File: config.mk
export PLATFORM = sky130hd
export DESIGN_NAME = i2c_register_access_master_unit
export DESIGN_NICKNAME = d
export VERILOG_FILES = /design/src/rtl/i2cram_pkg.sv /design/src/rtl/i2c_register_access_master_unit.sv
export SDC_FILE = /design/constraint.sdc
export NUM_CORES = 1
export LEC_CHECK = 0
export BUFFER_PORTS_ARGS = -buffer_cell sky130_fd_sc_hd__clkbuf_2
export CORE_ASPECT_RATIO = 1.25
export CORE_MARGIN = 1.5
export CORE_UTILIZATION = 35
export CTS_BUF_LIST = sky130_fd_sc_hd__clkbuf_8
export CTS_CLUSTER_DIAMETER = 80
export DETAILED_ROUTE_END_ITERATION = 16
export SYNTH_ARGS = -nofsm -noshare
export SYNTH_HDL_FRONTEND = slang
export SYNTH_SLANG_ARGS = --single-unit
File: constraint.sdc
create_clock -name clk_i -period 6.3 [get_ports clk_i]
set_input_delay 0.945 -clock clk_i [delete_from_list [all_inputs] [get_ports clk_i]]
set_output_delay 0.945 -clock clk_i [all_outputs]
set_load 0.01 [all_outputs]
File: src/rtl/i2cram_pkg.sv
// Types, constants and step decode for the I2C register access master.
package i2cram_pkg;

  typedef enum logic [1:0] {
    OP_TICK  = 2'd0,
    OP_WRITE = 2'd1,
    OP_READ  = 2'd2
  } op_e;

  typedef enum logic [2:0] {
    SEG_START,
    SEG_SEND,
    SEG_STOP,
    SEG_RD_ACK,
    SEG_RD_NACK
  } seg_kind_e;

  typedef enum logic [2:0] {
    SRC_ADDR,
    SRC_ADDR1,
    SRC_REG,
    SRC_HI,
    SRC_LO
  } src_e;

  localparam int unsigned StartLen = 4;
  localparam int unsigned SendLen  = 28;
  localparam int unsigned StopLen  = 3;
  localparam int unsigned RdLen    = 20;

  localparam int unsigned WrRegBase   = StartLen + SendLen;
  localparam int unsigned WrHiBase    = WrRegBase + SendLen;
  localparam int unsigned WrLoBase    = WrHiBase + SendLen;
  localparam int unsigned WrStopBase  = WrLoBase + SendLen;
  localparam int unsigned WriteSteps  = WrStopBase + StopLen;

  localparam int unsigned RdStop0Base  = StartLen + 2 * SendLen;
  localparam int unsigned RdStart1Base = RdStop0Base + StopLen;
  localparam int unsigned RdAddr1Base  = RdStart1Base + StartLen;
  localparam int unsigned RdAckBase    = RdAddr1Base + SendLen;
  localparam int unsigned RdNackBase   = RdAckBase + RdLen;
  localparam int unsigned RdStop1Base  = RdNackBase + RdLen;
  localparam int unsigned ReadSteps    = RdStop1Base + StopLen;

  localparam logic [7:0] AddrReset = 8'h40;

  typedef struct packed {
    logic [1:0]  op;
    logic [7:0]  register_pointer;
    logic [15:0] write_value;
    logic        sda_sample;
  } in_t;

  typedef struct packed {
    logic        scl_level;
    logic        sda_level;
    logic        busy_res;
    logic        read_valid;
    logic [15:0] read_data;
  } out_t;

  typedef struct packed {
    seg_kind_e  kind;
    src_e       src;
    logic [4:0] offset;
  } seg_t;

  function automatic seg_t seg_at(seg_kind_e kind, src_e src, logic [7:0] step,
                                  int unsigned base);
    seg_t s;
    s.kind   = kind;
    s.src    = src;
    s.offset = 5'(step - 8'(base));
    return s;
  endfunction

  function automatic seg_t decode_step(logic rd, logic [7:0] step);
    seg_t s;
    if (!rd) begin
      if (step < 8'(StartLen))        s = seg_at(SEG_START, SRC_ADDR, step, 0);
      else if (step < 8'(WrRegBase))  s = seg_at(SEG_SEND, SRC_ADDR, step, StartLen);
      else if (step < 8'(WrHiBase))   s = seg_at(SEG_SEND, SRC_REG, step, WrRegBase);
      else if (step < 8'(WrLoBase))   s = seg_at(SEG_SEND, SRC_HI, step, WrHiBase);
      else if (step < 8'(WrStopBase)) s = seg_at(SEG_SEND, SRC_LO, step, WrLoBase);
      else                            s = seg_at(SEG_STOP, SRC_ADDR, step, WrStopBase);
    end else begin
      if (step < 8'(StartLen))          s = seg_at(SEG_START, SRC_ADDR, step, 0);
      else if (step < 8'(WrRegBase))    s = seg_at(SEG_SEND, SRC_ADDR, step, StartLen);
      else if (step < 8'(RdStop0Base))  s = seg_at(SEG_SEND, SRC_REG, step, WrRegBase);
      else if (step < 8'(RdStart1Base)) s = seg_at(SEG_STOP, SRC_ADDR, step, RdStop0Base);
      else if (step < 8'(RdAddr1Base))  s = seg_at(SEG_START, SRC_ADDR, step, RdStart1Base);
      else if (step < 8'(RdAckBase))    s = seg_at(SEG_SEND, SRC_ADDR1, step, RdAddr1Base);
      else if (step < 8'(RdNackBase))   s = seg_at(SEG_RD_ACK, SRC_ADDR, step, RdAckBase);
      else if (step < 8'(RdStop1Base))  s = seg_at(SEG_RD_NACK, SRC_ADDR, step, RdNackBase);
      else                              s = seg_at(SEG_STOP, SRC_ADDR, step, RdStop1Base);
    end
    return s;
  endfunction

  // bit number within a sent byte for offsets 1..24 (three steps per bit)
  function automatic logic [2:0] send_bit_index(logic [4:0] o);
    logic [2:0] k;
    k = 3'd0;
    for (int j = 1; j < 8; j++) begin
      if (o >= 5'(3 * j + 1)) k = 3'(j);
    end
    return k;
  endfunction

endpackage

File: src/rtl/i2c_register_access_master_unit.sv
// I2C master that sequences 16-bit register writes and reads one pin step per item.
//
// Usage: each input item on in_valid_i/in_ready_o is one bus half-period tick.
// An item whose op is write or read while the block is idle latches the register
// pointer and write value and performs the first pin step on that same tick; op
// values while busy are ignored. Every accepted item yields exactly one result
// item on out_valid_o/out_ready_i with the SCL/SDA levels to drive, the busy flag,
// and on the last step of a read a one-tick read_valid with the 16-bit data.
// A write takes 119 items, a read 138 items.
// Latency: the result for an item is presented the cycle after it is accepted.
// Throughput: one item per cycle unless the receiver stalls; the step counter, a
// combinational step decode to segment and offset, and the result register set it.
// The result register frees up in the cycle it is taken, so a new item is
// accepted while the previous result is being taken. While the receiver stalls,
// the held result stays and no new item is accepted.
// Reset: bus idle (both lines released), no transaction, address byte 0x40,
// output empty. cfg_we_i writes the address byte at once.
module i2c_register_access_master_unit (
  input  logic              clk_i,
  input  logic              rst_ni,
  input  logic              cfg_we_i,
  input  logic [7:0]        cfg_wdata_i,
  input  logic              in_valid_i,
  output logic              in_ready_o,
  input  i2cram_pkg::in_t   in_item_i,
  output logic              out_valid_o,
  input  logic              out_ready_i,
  output i2cram_pkg::out_t  out_item_o
);
  import i2cram_pkg::*;

  logic [7:0]  addr_q;
  logic [7:0]  step_q, step_d;
  logic        is_read_q, is_read_d;
  logic [7:0]  reg_q, reg_d;
  logic [15:0] val_q, val_d;
  logic [15:0] shift_q, shift_d;
  logic [1:0]  pin_q, pin_d;
  logic        out_valid_q;
  out_t        out_q, out_d;

  logic        in_fire;
  logic        start;
  logic        active;
  logic [7:0]  step_nxt;
  logic [7:0]  total;
  seg_t        seg;
  logic [7:0]  src_byte;
  logic [2:0]  bit_k;
  logic [4:0]  bit_rem;
  logic [4:0]  rd_off;
  logic        ack_bit;

  assign in_fire    = in_valid_i && in_ready_o;
  assign in_ready_o = !out_valid_q || out_ready_i;

  always_comb begin
    step_d    = step_q;
    is_read_d = is_read_q;
    reg_d     = reg_q;
    val_d     = val_q;
    shift_d   = shift_q;
    pin_d     = pin_q;
    out_d     = '0;

    start = (step_q == 8'd0) &&
            (in_item_i.op == OP_WRITE || in_item_i.op == OP_READ);
    if (start) begin
      is_read_d = (in_item_i.op == OP_READ);
      reg_d     = in_item_i.register_pointer;
      val_d     = in_item_i.write_value;
      shift_d   = '0;
    end
    active = (step_q != 8'd0) || start;

    seg = decode_step(is_read_d, step_q);
    case (seg.src)
      SRC_ADDR1: src_byte = addr_q + 8'd1;
      SRC_REG:   src_byte = reg_d;
      SRC_HI:    src_byte = val_d[15:8];
      SRC_LO:    src_byte = val_d[7:0];
      default:   src_byte = addr_q;
    endcase
    bit_k   = send_bit_index(seg.offset);
    bit_rem = seg.offset - 5'd1 - 5'(3 * bit_k);
    rd_off  = seg.offset - 5'd16;
    ack_bit = (seg.kind == SEG_RD_NACK);
    total   = is_read_d ? 8'(ReadSteps) : 8'(WriteSteps);
    step_nxt = step_q + 8'd1;

    if (active) begin
      case (seg.kind)
        SEG_START: begin
          case (seg.offset)
            5'd0:    pin_d[0] = 1'b1;
            5'd1:    pin_d[1] = 1'b1;
            5'd2:    pin_d[0] = 1'b0;
            default: pin_d[1] = 1'b0;
          endcase
        end
        SEG_SEND: begin
          if (seg.offset == 5'd0) begin
            pin_d[1] = 1'b0;
          end else if (seg.offset <= 5'd24) begin
            if (bit_rem == 5'd0) pin_d[0] = src_byte[3'd7 - bit_k];
            else                 pin_d[1] = (bit_rem == 5'd1);
          end else if (seg.offset == 5'd25) begin
            pin_d[0] = 1'b1;
          end else begin
            pin_d[1] = (seg.offset == 5'd26);
          end
        end
        SEG_STOP: begin
          case (seg.offset)
            5'd0:    pin_d[0] = 1'b0;
            5'd1:    pin_d[1] = 1'b1;
            default: pin_d[0] = 1'b1;
          endcase
        end
        default: begin
          if (seg.offset < 5'd16) begin
            if (!seg.offset[0]) begin
              pin_d[1] = 1'b1;
            end else begin
              shift_d  = {shift_d[14:0], in_item_i.sda_sample};
              pin_d[1] = 1'b0;
            end
          end else begin
            case (rd_off)
              5'd0:    pin_d[0] = ack_bit;
              5'd1:    pin_d[1] = 1'b1;
              5'd2:    pin_d[1] = 1'b0;
              default: pin_d[0] = !ack_bit;
            endcase
          end
        end
      endcase

      if (step_nxt >= total) begin
        step_d = 8'd0;
        if (is_read_d) begin
          out_d.read_valid = 1'b1;
          out_d.read_data  = shift_d;
        end
      end else begin
        step_d = step_nxt;
      end
    end

    out_d.scl_level = pin_d[1];
    out_d.sda_level = pin_d[0];
    out_d.busy_res  = (step_d != 8'd0);
  end

  always_ff @(posedge clk_i or negedge rst_ni) begin
    if (!rst_ni) begin
      addr_q <= AddrReset;
    end else if (cfg_we_i) begin
      addr_q <= cfg_wdata_i;
    end
  end

  always_ff @(posedge clk_i or negedge rst_ni) begin
    if (!rst_ni) begin
      step_q    <= '0;
      is_read_q <= 1'b0;
      reg_q     <= '0;
      val_q     <= '0;
      shift_q   <= '0;
      pin_q     <= 2'b11;
    end else if (in_fire) begin
      step_q    <= step_d;
      is_read_q <= is_read_d;
      reg_q     <= reg_d;
      val_q     <= val_d;
      shift_q   <= shift_d;
      pin_q     <= pin_d;
    end
  end

  always_ff @(posedge clk_i or negedge rst_ni) begin
    if (!rst_ni) begin
      out_valid_q <= 1'b0;
    end else if (in_fire) begin
      out_valid_q <= 1'b1;
    end else if (out_ready_i) begin
      out_valid_q <= 1'b0;
    end
  end

  always_ff @(posedge clk_i) begin
    if (in_fire) begin
      out_q <= out_d;
    end
  end

  assign out_valid_o = out_valid_q;
  assign out_item_o  = out_q;

  a_step_range: assert property (@(posedge clk_i) disable iff (!rst_ni)
    (step_q < 8'(ReadSteps)) && (is_read_q || step_q < 8'(WriteSteps)))
    else $error("step counter out of range");

  a_step_advance: assert property (@(posedge clk_i) disable iff (!rst_ni)
    in_fire && step_q != 8'd0 |=> step_q == 8'd0 || step_q == $past(step_q) + 8'd1)
    else $error("step counter skipped");

  a_done_not_busy: assert property (@(posedge clk_i) disable iff (!rst_ni)
    out_valid_q && out_q.read_valid |-> !out_q.busy_res && is_read_q)
    else $error("read completion while still busy");

  a_data_zero: assert property (@(posedge clk_i) disable iff (!rst_ni)
    out_valid_q && !out_q.read_valid |-> out_q.read_data == 16'd0)
    else $error("read data without completion");

  a_busy_tracks: assert property (@(posedge clk_i) disable iff (!rst_ni)
    in_fire |=> out_q.busy_res == (step_q != 8'd0))
    else $error("busy flag disagrees with step counter");

endmodule

==> qor.csv, run 1 <==
stage,metric,value,unit
cts,Root Buffer,clkbuf_8,
floorplanning,Boundary Pins,62,
critical_path,Critical Path AT,6.04,ns
sta,minimum clock period,5.825,ns
detailed_routing,Iter 0 DRT Violations,460,
yosys,Cells after Synth,646,
sta,RSZ-0062 raised after global routing,no,
floorplanning,core area,0.01684,mm²
sta,period utilization,92.46,%
layout,area grow syn2layout,12.93,%
cts,Sinks on Clock Net,80,
yosys,asr flop ratio synth,75.00,%
layout,fraction of layout cells with a size suffix above 1,25.32,%
detailed_routing,routed vias,5385,
global_route,met2 GRT Util,32.98,%
hold_path,worst hold path class,reg2reg,
sta,setup ws final,0.4750,ns
critical_path,max incr delay on CP,0.51,ns
detailed_routing,final wirelength,16680,µm
critical_path,element type at the critical path end,register,
detailed_routing,Wirelength per Cell,17.99,µm
floorplanning,Rows,53,
critical_path,startpoint types,register,
global_route,met1 Use GR,23.53,%
sta,Final Hold Vio Count,0,
yosys,Synth cell types,97,
detailed_routing,DR vias/cell,5.809,
sta,Worst Tran Pin Value,1.141,ns
critical_path,CP dominant cell by count,inv_1,
placement,dpl hpwl,12470,µm
yosys,register bit total from synthesis,80,
global_route,GRT Total Usage,19.10,%
floorplanning,initial core utilization,35.86,%
layout,FF+latch area,0.002106,mm²
global_route,initial antenna violation count,0,
critical_path,crit-path leading delay family,compound AO/OA/AOI/OAI gates,
yosys,"Top FF cell, synth",dfrtp_1,
sta,fmax,171.7,MHz
detailed_routing,drt drc,0,
floorplanning,die height,149.9,µm
cts,CTS Hold Bufs,0,
yosys,Synth Cell Area,0.006040,mm²
sta,Max Slew Vio Count,0,
layout,antenna cells,0,
critical_path,"Slowest-stage cell, CP",fa_1,
layout,Fill cells,1694,
cts,H-tree depth,3,
critical_path,WP buf/inv,3,
sta,Slew headroom,23.75,%
placement,routability congestion estimate,0.9328,
critical_path,CP required,6.52,ns
flow_run,max cap viols,0,
cts,TritonCTS clock tree,yes,
yosys,sequential fraction of the synthesis area,34.87,%
floorplanning,Die X-Extent,120.5,µm
yosys,Syn Nets,709,
detailed_routing,DRT antenna net count,0,
global_route,met3 GRT Util,2.553,%
layout,nets,765,
critical_path,WS Path Type,reg2reg,
layout,"Core Util, Final",40.49,%
yosys,Post-synth EDFFs,20,
sta,setup TNS,0,ns
cts,"CTS clk-pin slew, worst paths",0.09,ns
cts,deepest clock path buffer count,2,
sta,clk_skew,0.007632,ns
global_route,Top Usage Layer GRT,met2,
yosys,Mean Syn Cell Area,9.349,µm²
global_route,pin count of the biggest net entering global routing,61,
sta,setup violators final,0,
global_route,first-pass GRT wire length,27230,µm
critical_path,CP Max Fanout,6,
outcome,status,"finished, final reports clean",
placement,IO buf count,61,
global_route,vias in the first global route,5175,
placement,"worst slack, placed",-0.04244,ns
cts,clk_lat worst skew,0.37,ns
detailed_routing,DR pass1 iterations,5,
cts,total CTS buffers,9,
global_route,grt ovf,0,
floorplanning,full die area,0.01806,mm²
layout,area of the multi-input gates,0.003623,mm²
yosys,synth warn,0,
[routing by layer]
metal  share of wire, %  vias to the layer above
met5                  0                        -
met3                4.8                       37
met4                3.6                        0
met2                 49                      197
li1                   -                     2538
met1                 42                     2613
[cell usage in the layout, fill, tap and decap left out, types with 4 or more instances in the layout]
master	count
a211oi_2	4
clkbuf_2	61
xnor2_1	14
nand2_1	63
and3_1	5
mux2i_1	25
xor2_1	6
nor4_1	7
buf_4	22
a22o_1	16
a31o_2	4
dfrtp_1	57
o21ai_1	7
a21oi_1	24
a21o_1	8
o22ai_1	14
ha_1	20
nand4_1	5
a211oi_1	8
clkbuf_8	9
nor2_2	4
inv_1	32
and2_1	4
edfxtp_1	20
nand3_1	18
mux2_2	33
nand2b_1	11
o31ai_1	12
o21ai_0	25
o211ai_1	8
nor2_1	40
a31oi_1	8
nor3_1	14
[worst register-to-register path, delay by kind of cell (launching register included)]
family                     cells  cell delay [ns]
DFF                            1             0.39
and+or+nand+nor                3             0.62
buffers and inverters          3             0.23
adders and majority gates      5             1.63
xor gates and xnor gates       1             0.17
AOI/OAI and AO/OA             14             2.63
[worst paths after layout]
check	start	cells after the start	slack, ns	endpoint
max reg2reg	step_q[2]	26	0.48	out_item_o[18]
max	step_q[2]	26	0.48	out_item_o[18]
min in group asynchronous	rst_ni	2	0.73	val_q[14]
min	reg_q[1]	1	0.51	reg_q[1]
min reg2reg	reg_q[1]	1	0.51	reg_q[1]
max in group asynchronous	rst_ni	2	5.04	shift_q[14]
[what timing repair did]
item | CTS | global route
gates resized for setup | 0 | 7
setup endpoints to repair | 0 | 3
setup buffers | 0 | 0
[synth_stat cells (3+ instances only)]
cell       number  share of area, %
a2111oi_0       3              0.44
a211oi_1       10               1.2
a21o_1          8              0.99
a21oi_1        24               2.0
a22o_1         16               2.3
a22oi_1         3              0.37
a31o_2          4              0.58
a31oi_1         8              0.83
and2_1          4              0.41
and3_1          5              0.52
buf_2          15               1.2
buf_4           8              0.99
clkbuf_1       10              0.62
dfrtp_1        57                24
dfstp_2         3               1.3
edfxtp_1       20               9.9
ha_1           21               4.4
inv_1          31               1.9
mux2_2         33               6.2
mux2i_1        25               4.1
nand2_1        63               3.9
nand2b_1       11               1.1
nand3_1        18               1.5
nand4_1         5              0.52
nor2_1         40               2.5
nor2_2          4              0.41
nor2b_1         3              0.31
nor3_1         14               1.2
nor3b_1         3              0.37
nor4_1          7              0.73
o211a_1         3              0.50
o211ai_1        8              0.99
o21a_1          3              0.37
o21ai_0        26               2.2
o21ai_1         7              0.58
o22ai_1        14               1.5
o31ai_1        12               1.5
o32a_1          3              0.50
or2_2           3              0.31
or3_1           3              0.31
xnor2_1        14               2.0
xor2_1          6              0.87
[per-stage QoR]
stage / hold slack, ns / area, µm² / instances
after CTS: 0.5093 / 6787 / 927
after detailed placement: 0.4863 / 6568 / 911
after global routing: 0.5135 / 6820 / 927
final: 0.5090 / 6820 / 927
after floorplan: 0.4656 / 6040 / 646
after global placement: 0.4876 / 6568 / 911
[registers in the layout (all words and copies together), names as in the netlist]
name         count
step_q           8
reg_q            8
val_q           16
out_item_o      20
addr_q           8
pin_q            2
is_read_q        1
out_valid_o      1
shift_q         16
[layout make-up]
class                      instances  area share (%)
clock buffer                       9           1.816
clock inverter                     7           1.394
inverter                          33           1.853
multi-input combinational        495           53.13
sequential                        80           30.88
tap                              220           4.036
timing repair buffer              83           6.898
[kinds of logic (layout without fill, tap and decap cells)]
kind of cell / after synthesis / count (layout) / share of synthesized area (%)
XOR/XNOR: 21 / 21 / 3.170
buffers and inverters: 71 / 132 / 5.697
multiplexers: 58 / 58 / 10.30
flip-flops: 80 / 80 / 34.87
AO/OA/AOI/OAI: 190 / 190 / 23.51
adder cells (fa/ha/maj): 24 / 24 / 5.179
AND/OR/NAND/NOR: 202 / 202 / 17.28
Power of run 1 is left out: the tool's default activity adds up to more than one toggle a clock period on the data nets, which glitch-free logic cannot reach.
==> run 2: changes to the inputs <==
- CORE_MARGIN: 1.5 -> 2
- clock period: 6.3 -> 7.2 ns (I/O delays scaled with it)
==> run 2 against run 1 <==
Effect of this change: via count shrank 1.6%; flip-flop and latch count is the same; wire length grew 1.8%; global-route usage grew 0.16 points; sequential share of layout area grew 0.64 points; register-to-register slack gained 0.15 ns; clock-buffer cell count is the same; worst hold slack lost 0.00091 ns; cell area shrank 2.0%; critical path type unchanged; highest routed layer unchanged.
==> qor.csv, run 2 (synthesized netlist as in run 1, its figures left out) <==
stage,metric,value,unit
detailed_routing,DR vias/cell,5.768,
floorplanning,Die X-Extent,121.5,µm
power,Comb power frac,74.4,%
cts,"CTS clk-pin slew, worst paths",0.09,ns
global_route,GRT Total Usage,19.26,%
global_route,first-pass GRT wire length,27810,µm
cts,setup bufs post-CTS,0,
sta,minimum clock period,6.578,ns
floorplanning,die height,150.9,µm
global_route,vias in the first global route,5361,
layout,nets,757,
detailed_routing,DR pass1 iterations,5,
cts,CTS Hold Bufs,0,
power,Psw,1.961,mW
placement,IO buf count,61,
cts,deepest clock path buffer count,2,
cts,clk_lat worst skew,0.37,ns
critical_path,CP required,7.41,ns
global_route,met3 GRT Util,3.012,%
flow_run,max cap viols,0,
hold_path,hold_sp,reg_q[7],
layout,fraction of layout cells with a size suffix above 1,23.75,%
critical_path,startpoint types,register,
power,Final Power,3.773,mW
layout,area grow syn2layout,10.63,%
global_route,Top Usage Layer GRT,met2,
sta,Slew headroom,30.71,%
sta,period utilization,91.36,%
critical_path,CP Max Fanout,14,
layout,"commonest non-fill, non-tap cells in the layout","nand2_1, clkbuf_2, dfrtp_1",
power,Sequential Power Share,17.6,%
sta,RSZ-0062 raised after global routing,no,
cts,Root Buffer,clkbuf_8,
placement,dpl hpwl,12910,µm
power,Pwr per Cell Area,564.7,mW/mm²
sta,fmax,152.0,MHz
critical_path,reg2reg start,step_q[1],
placement,routability congestion estimate,0.9609,
global_route,initial antenna violation count,0,
power,Clock power frac,8.0,%
hold_path,worst hold path class,reg2reg,
critical_path,Critical Path AT,6.79,ns
global_route,pin count of the biggest net entering global routing,61,
cts,H-tree depth,3,
sta,Final Hold Vio Count,0,
floorplanning,core area,0.01684,mm²
cts,total CTS buffers,9,
global_route,met2 GRT Util,32.95,%
power,Leak,2.892,nW
layout,"commonest non-fill, non-tap cell in the layout",nand2_1,
sta,setup ws final,0.6221,ns
sta,setup TNS,0,ns
floorplanning,Rows,53,
critical_path,WS Path Type,reg2reg,
detailed_routing,Iter 0 DRT Violations,523,
layout,antenna cells,0,
sta,Worst Tran Pin Value,1.037,ns
sta,final hold slack,0.5081,ns
sta,setup violators final,0,
sta,Max Slew Vio Count,0,
critical_path,element type at the critical path end,register,
global_route,met1 Use GR,23.14,%
power,Sw Share,51.97,%
sta,clk_skew,0.01088,ns
detailed_routing,routed vias,5301,
detailed_routing,DRT antenna net count,0,
cts,TritonCTS clock tree,yes,
floorplanning,initial core utilization,35.86,%
layout,"Core Util, Final",39.67,%
detailed_routing,final wirelength,16970,µm
power,Peak VDD IR,0.2952,mV
floorplanning,Boundary Pins,62,
detailed_routing,Wirelength per Cell,18.47,µm
outcome,status,"finished, final reports clean",
detailed_routing,drt drc,0,
critical_path,CP Launch Point,step_q[1],
placement,"worst slack, placed",0.4347,ns
cts,Sinks on Clock Net,80,
power,internal power,1.812,mW
floorplanning,full die area,0.01833,mm²
global_route,grt ovf,0,
layout,max reg flops,20,
-- run 2: cell count changes in the layout (fill, tap and decap cells not counted), sizes merged --
cell	previous run	this run
clkinv	2	4
bufinv	2	0
buf	22	14
-- run 2: layer usage --
metal / vias to the layer above / part of all wire [%]
li1: 2520 / -
met1: 2554 / 41
met2: 178 / 49
met3: 49 / 5.1
met4: 0 / 4.7
met5: - / 0
-- run 2: path summary, 6_finish.rpt --
kind	endpoint	slack, ns	depth (start not counted)
min	reg_q[7]	0.51	1
max	out_item_o[18]	0.62	24
max in group asynchronous	step_q[2]	5.80	2
max reg2reg	out_item_o[18]	0.62	24
min reg2reg	reg_q[7]	0.51	1
min in group asynchronous	val_q[14]	0.88	2
-- run 2: area by class of cell --
type | count | area (µm²)
clock buffers | 9 | 123.9
clock inverters | 7 | 48.80
fillers | 1737 | 10160
inverters | 33 | 126.4
multi-input cells | 495 | 3591
flip-flops and latches | 80 | 2106
well taps | 220 | 275.3
repair buffers | 75 | 410.4
-- run 2: worst max-delay path, cell delays in order (launching register included) --
cell	delay (ns)
dfrtp_1	0.57
ha_1	0.29
a211oi_1	0.11
a21oi_1	0.29
inv_1	0.13
ha_1	0.38
a211oi_1	0.40
nor3_1	0.11
a2111oi_1	0.61
a211oi_2	0.17
nor2_2	0.54
o22a_1	0.25
o211a_1	0.20
inv_1	0.08
fa_1	0.52
nor3b_1	0.23
xor2_1	0.17
o2bb2ai_1	0.13
nand2_1	0.10
or2_2	0.31
a2111oi_2	0.28
o31ai_1	0.11
o21ai_1	0.21
o21ai_1	0.09
o22ai_1	0.15
-- run 2: repair_timing --
item,CTS,global route
resized for setup,0,1
setup endpoints to repair,0,2
hold endpoints to repair,0,0
-- run 2: through the flow --
step           area (µm²)  std cells
6_report             6681        919
3_5_place_dp         6507        903
5_1_grt              6681        919
3_3_place_gp         6507        903
2_1_floorplan        6040        646
4_1_cts              6680        919
-- run 2: power by group through the flow --
stage / combinational, mW / sequential (mW) / clock [mW]
final: 2.81 / 0.662 / 0.304
after global routing: 3.14 / 0.675 / 0.333
after CTS: 2.80 / 0.661 / 0.315
after detailed placement: 2.78 / 0.670 / 0
after global placement: 2.70 / 0.665 / 0
after floorplan: 2.21 / 0.652 / 0
(Power assumes the default switching activity.)
==> run 3: changes to the inputs <==
- CORE_ASPECT_RATIO: 1.25 -> unset
- clock period: 7.2 -> 7.1 ns (I/O delays scaled with it)
==> run 3 against run 2 <==
Effect of this change: clock-buffer cell count rose by 1; clock power up 39%; non-clock buffer count increased by 1; cell area grew 1.4%; worst setup slack improved by 0.15 ns; via count fell by 3.5%; die area hardly changed; first-iteration DRC count down 34%; critical path type unchanged; largest cell class unchanged; largest power group unchanged; highest routed layer unchanged.
==> qor.csv, run 3 (synthesized netlist as in run 1, its figures left out) <==
stage,metric,value,unit
power,Leak,2.926,nW
sta,Final Hold Vio Count,0,
placement,Placed Area,0.006521,mm²
detailed_routing,Iter 0 DRT Violations,345,
power,internal power,1.953,mW
power,Psw,1.934,mW
detailed_routing,final wirelength,15870,µm
detailed_routing,drt drc,0,
layout,"commonest non-fill, non-tap cells in the layout","nand2_1, clkbuf_2, dfrtp_1",
critical_path,CP required,7.30,ns
detailed_routing,routed vias,5118,
layout,nets,758,
sta,clk_skew,0.01444,ns
critical_path,max incr delay on CP,0.53,ns
sta,Worst Tran Pin Value,1.056,ns
layout,final instance area,0.006774,mm²
critical_path,CP Max Fanout,15,
cts,TritonCTS clock tree,yes,
sta,Max Slew Vio Count,0,
sta,setup ws final,0.7758,ns
floorplanning,Die X-Extent,135.4,µm
floorplanning,Boundary Pins,62,
placement,# placed instances,909,
global_route,initial antenna violation count,0,
power,Comb power frac,71.9,%
floorplanning,full die area,0.01832,mm²
global_route,grt ovf,0,
layout,"commonest non-fill, non-tap cell in the layout",nand2_1,
cts,setup bufs post-CTS,0,
outcome,status,"finished, final reports clean",
detailed_routing,DR pass1 iterations,6,
cts,clk_lat worst skew,0.37,ns
layout,Fill cells,1762,
global_route,GRT Total Usage,18.00,%
critical_path,"Slowest-stage cell, CP",dfrtp_1,
critical_path,Critical Path AT,6.53,ns
layout,max reg flops,20,
power,Final Power,3.887,mW
placement,IO buf count,61,
layout,area grow syn2layout,12.16,%
sta,period utilization,89.07,%
cts,H-tree depth,3,
power,Sequential Power Share,17.2,%
floorplanning,Rows,48,
global_route,vias in the first global route,4963,
power,Sw Share,49.76,%
cts,CTS Hold Bufs,0,
sta,fmax,158.1,MHz
power,Clock power frac,10.9,%
cts,Root Buffer,clkbuf_8,
sta,setup TNS,0,ns
critical_path,element type at the critical path end,register,
placement,"worst slack, placed",0.6795,ns
power,Pwr per Cell Area,573.8,mW/mm²
cts,total CTS buffers,9,
critical_path,WS Path Type,reg2reg,
cts,deepest clock path buffer count,2,
floorplanning,core area,0.01706,mm²
detailed_routing,DRT antenna net count,0,
cts,Sinks on Clock Net,80,
cts,CTS resizes,0,
layout,antenna cells,0,
global_route,pin count of the biggest net entering global routing,61,
layout,area of the multi-input gates,0.003590,mm²
detailed_routing,Wirelength per Cell,17.15,µm
global_route,first-pass GRT wire length,26300,µm
flow_run,max cap viols,0,
sta,setup violators final,0,
critical_path,startpoint types,register,
hold_path,worst hold path class,reg2reg,
layout,Finished Layout Cells,925,
critical_path,R2R setup slack,0.78,ns
cts,"CTS clk-pin slew, worst paths",0.08,ns
sta,Slew headroom,29.42,%
detailed_routing,DR vias/cell,5.533,
floorplanning,initial core utilization,35.41,%
layout,"Core Util, Final",39.72,%
power,Peak VDD IR,0.3731,mV
floorplanning,die height,135.4,µm
sta,RSZ-0062 raised after global routing,no,
placement,routability congestion estimate,0.9291,
placement,dpl hpwl,11890,µm
layout,fraction of layout cells with a size suffix above 1,24.00,%
layout,FF+latch area,0.002106,mm²
sta,minimum clock period,6.324,ns
sta,final hold slack,0.5071,ns
-- run 3: critical path, delay by kind of cell, from the launching register on --
kind,cells,cell delay [ns]
AOI/OAI and AO/OA,14,2.86
xor gates and xnor gates,1,0.17
adders and majority gates,5,1.68
buffers and inverters,3,0.29
and+or+nand+nor,3,0.63
DFF,1,0.53
-- run 3: final cells by class --
class / instances / share of cell area (%)
clock inverters: 6 / 1.699
flip-flops and latches: 80 / 31.09
clock buffers: 10 / 2.032
repair buffers: 76 / 6.169
multi-input cells: 495 / 52.99
inverters: 33 / 1.866
well taps: 225 / 4.156
-- run 3: worst paths after layout --
kind | from | end | cells past startpoint
max | step_q[1] | out_item_o[18] | 26
min reg2reg | reg_q[6] | reg_q[6] | 1
max in group asynchronous | rst_ni | step_q[1] | 2
min in group asynchronous | rst_ni | reg_q[1] | 2
max reg2reg | step_q[1] | out_item_o[18] | 26
min | reg_q[6] | reg_q[6] | 1
-- run 3: layer usage --
metal,track usage [%],routed length (µm),up-vias
li1,-,-,2515
met1,26.05,7653,2445
met2,27.66,7137,138
met3,3.068,814,20
met4,5.150,263,0
met5,0,0,-
-- run 3: power by group through the flow --
stage	sequential [mW]	clock [mW]	combinational, mW
3_3_place_gp	0.675	0	2.75
2_1_floorplan	0.661	0	2.24
5_1_grt	0.683	0.453	3.13
3_5_place_dp	0.675	0	2.76
4_1_cts	0.667	0.435	2.77
6_report	0.667	0.424	2.80
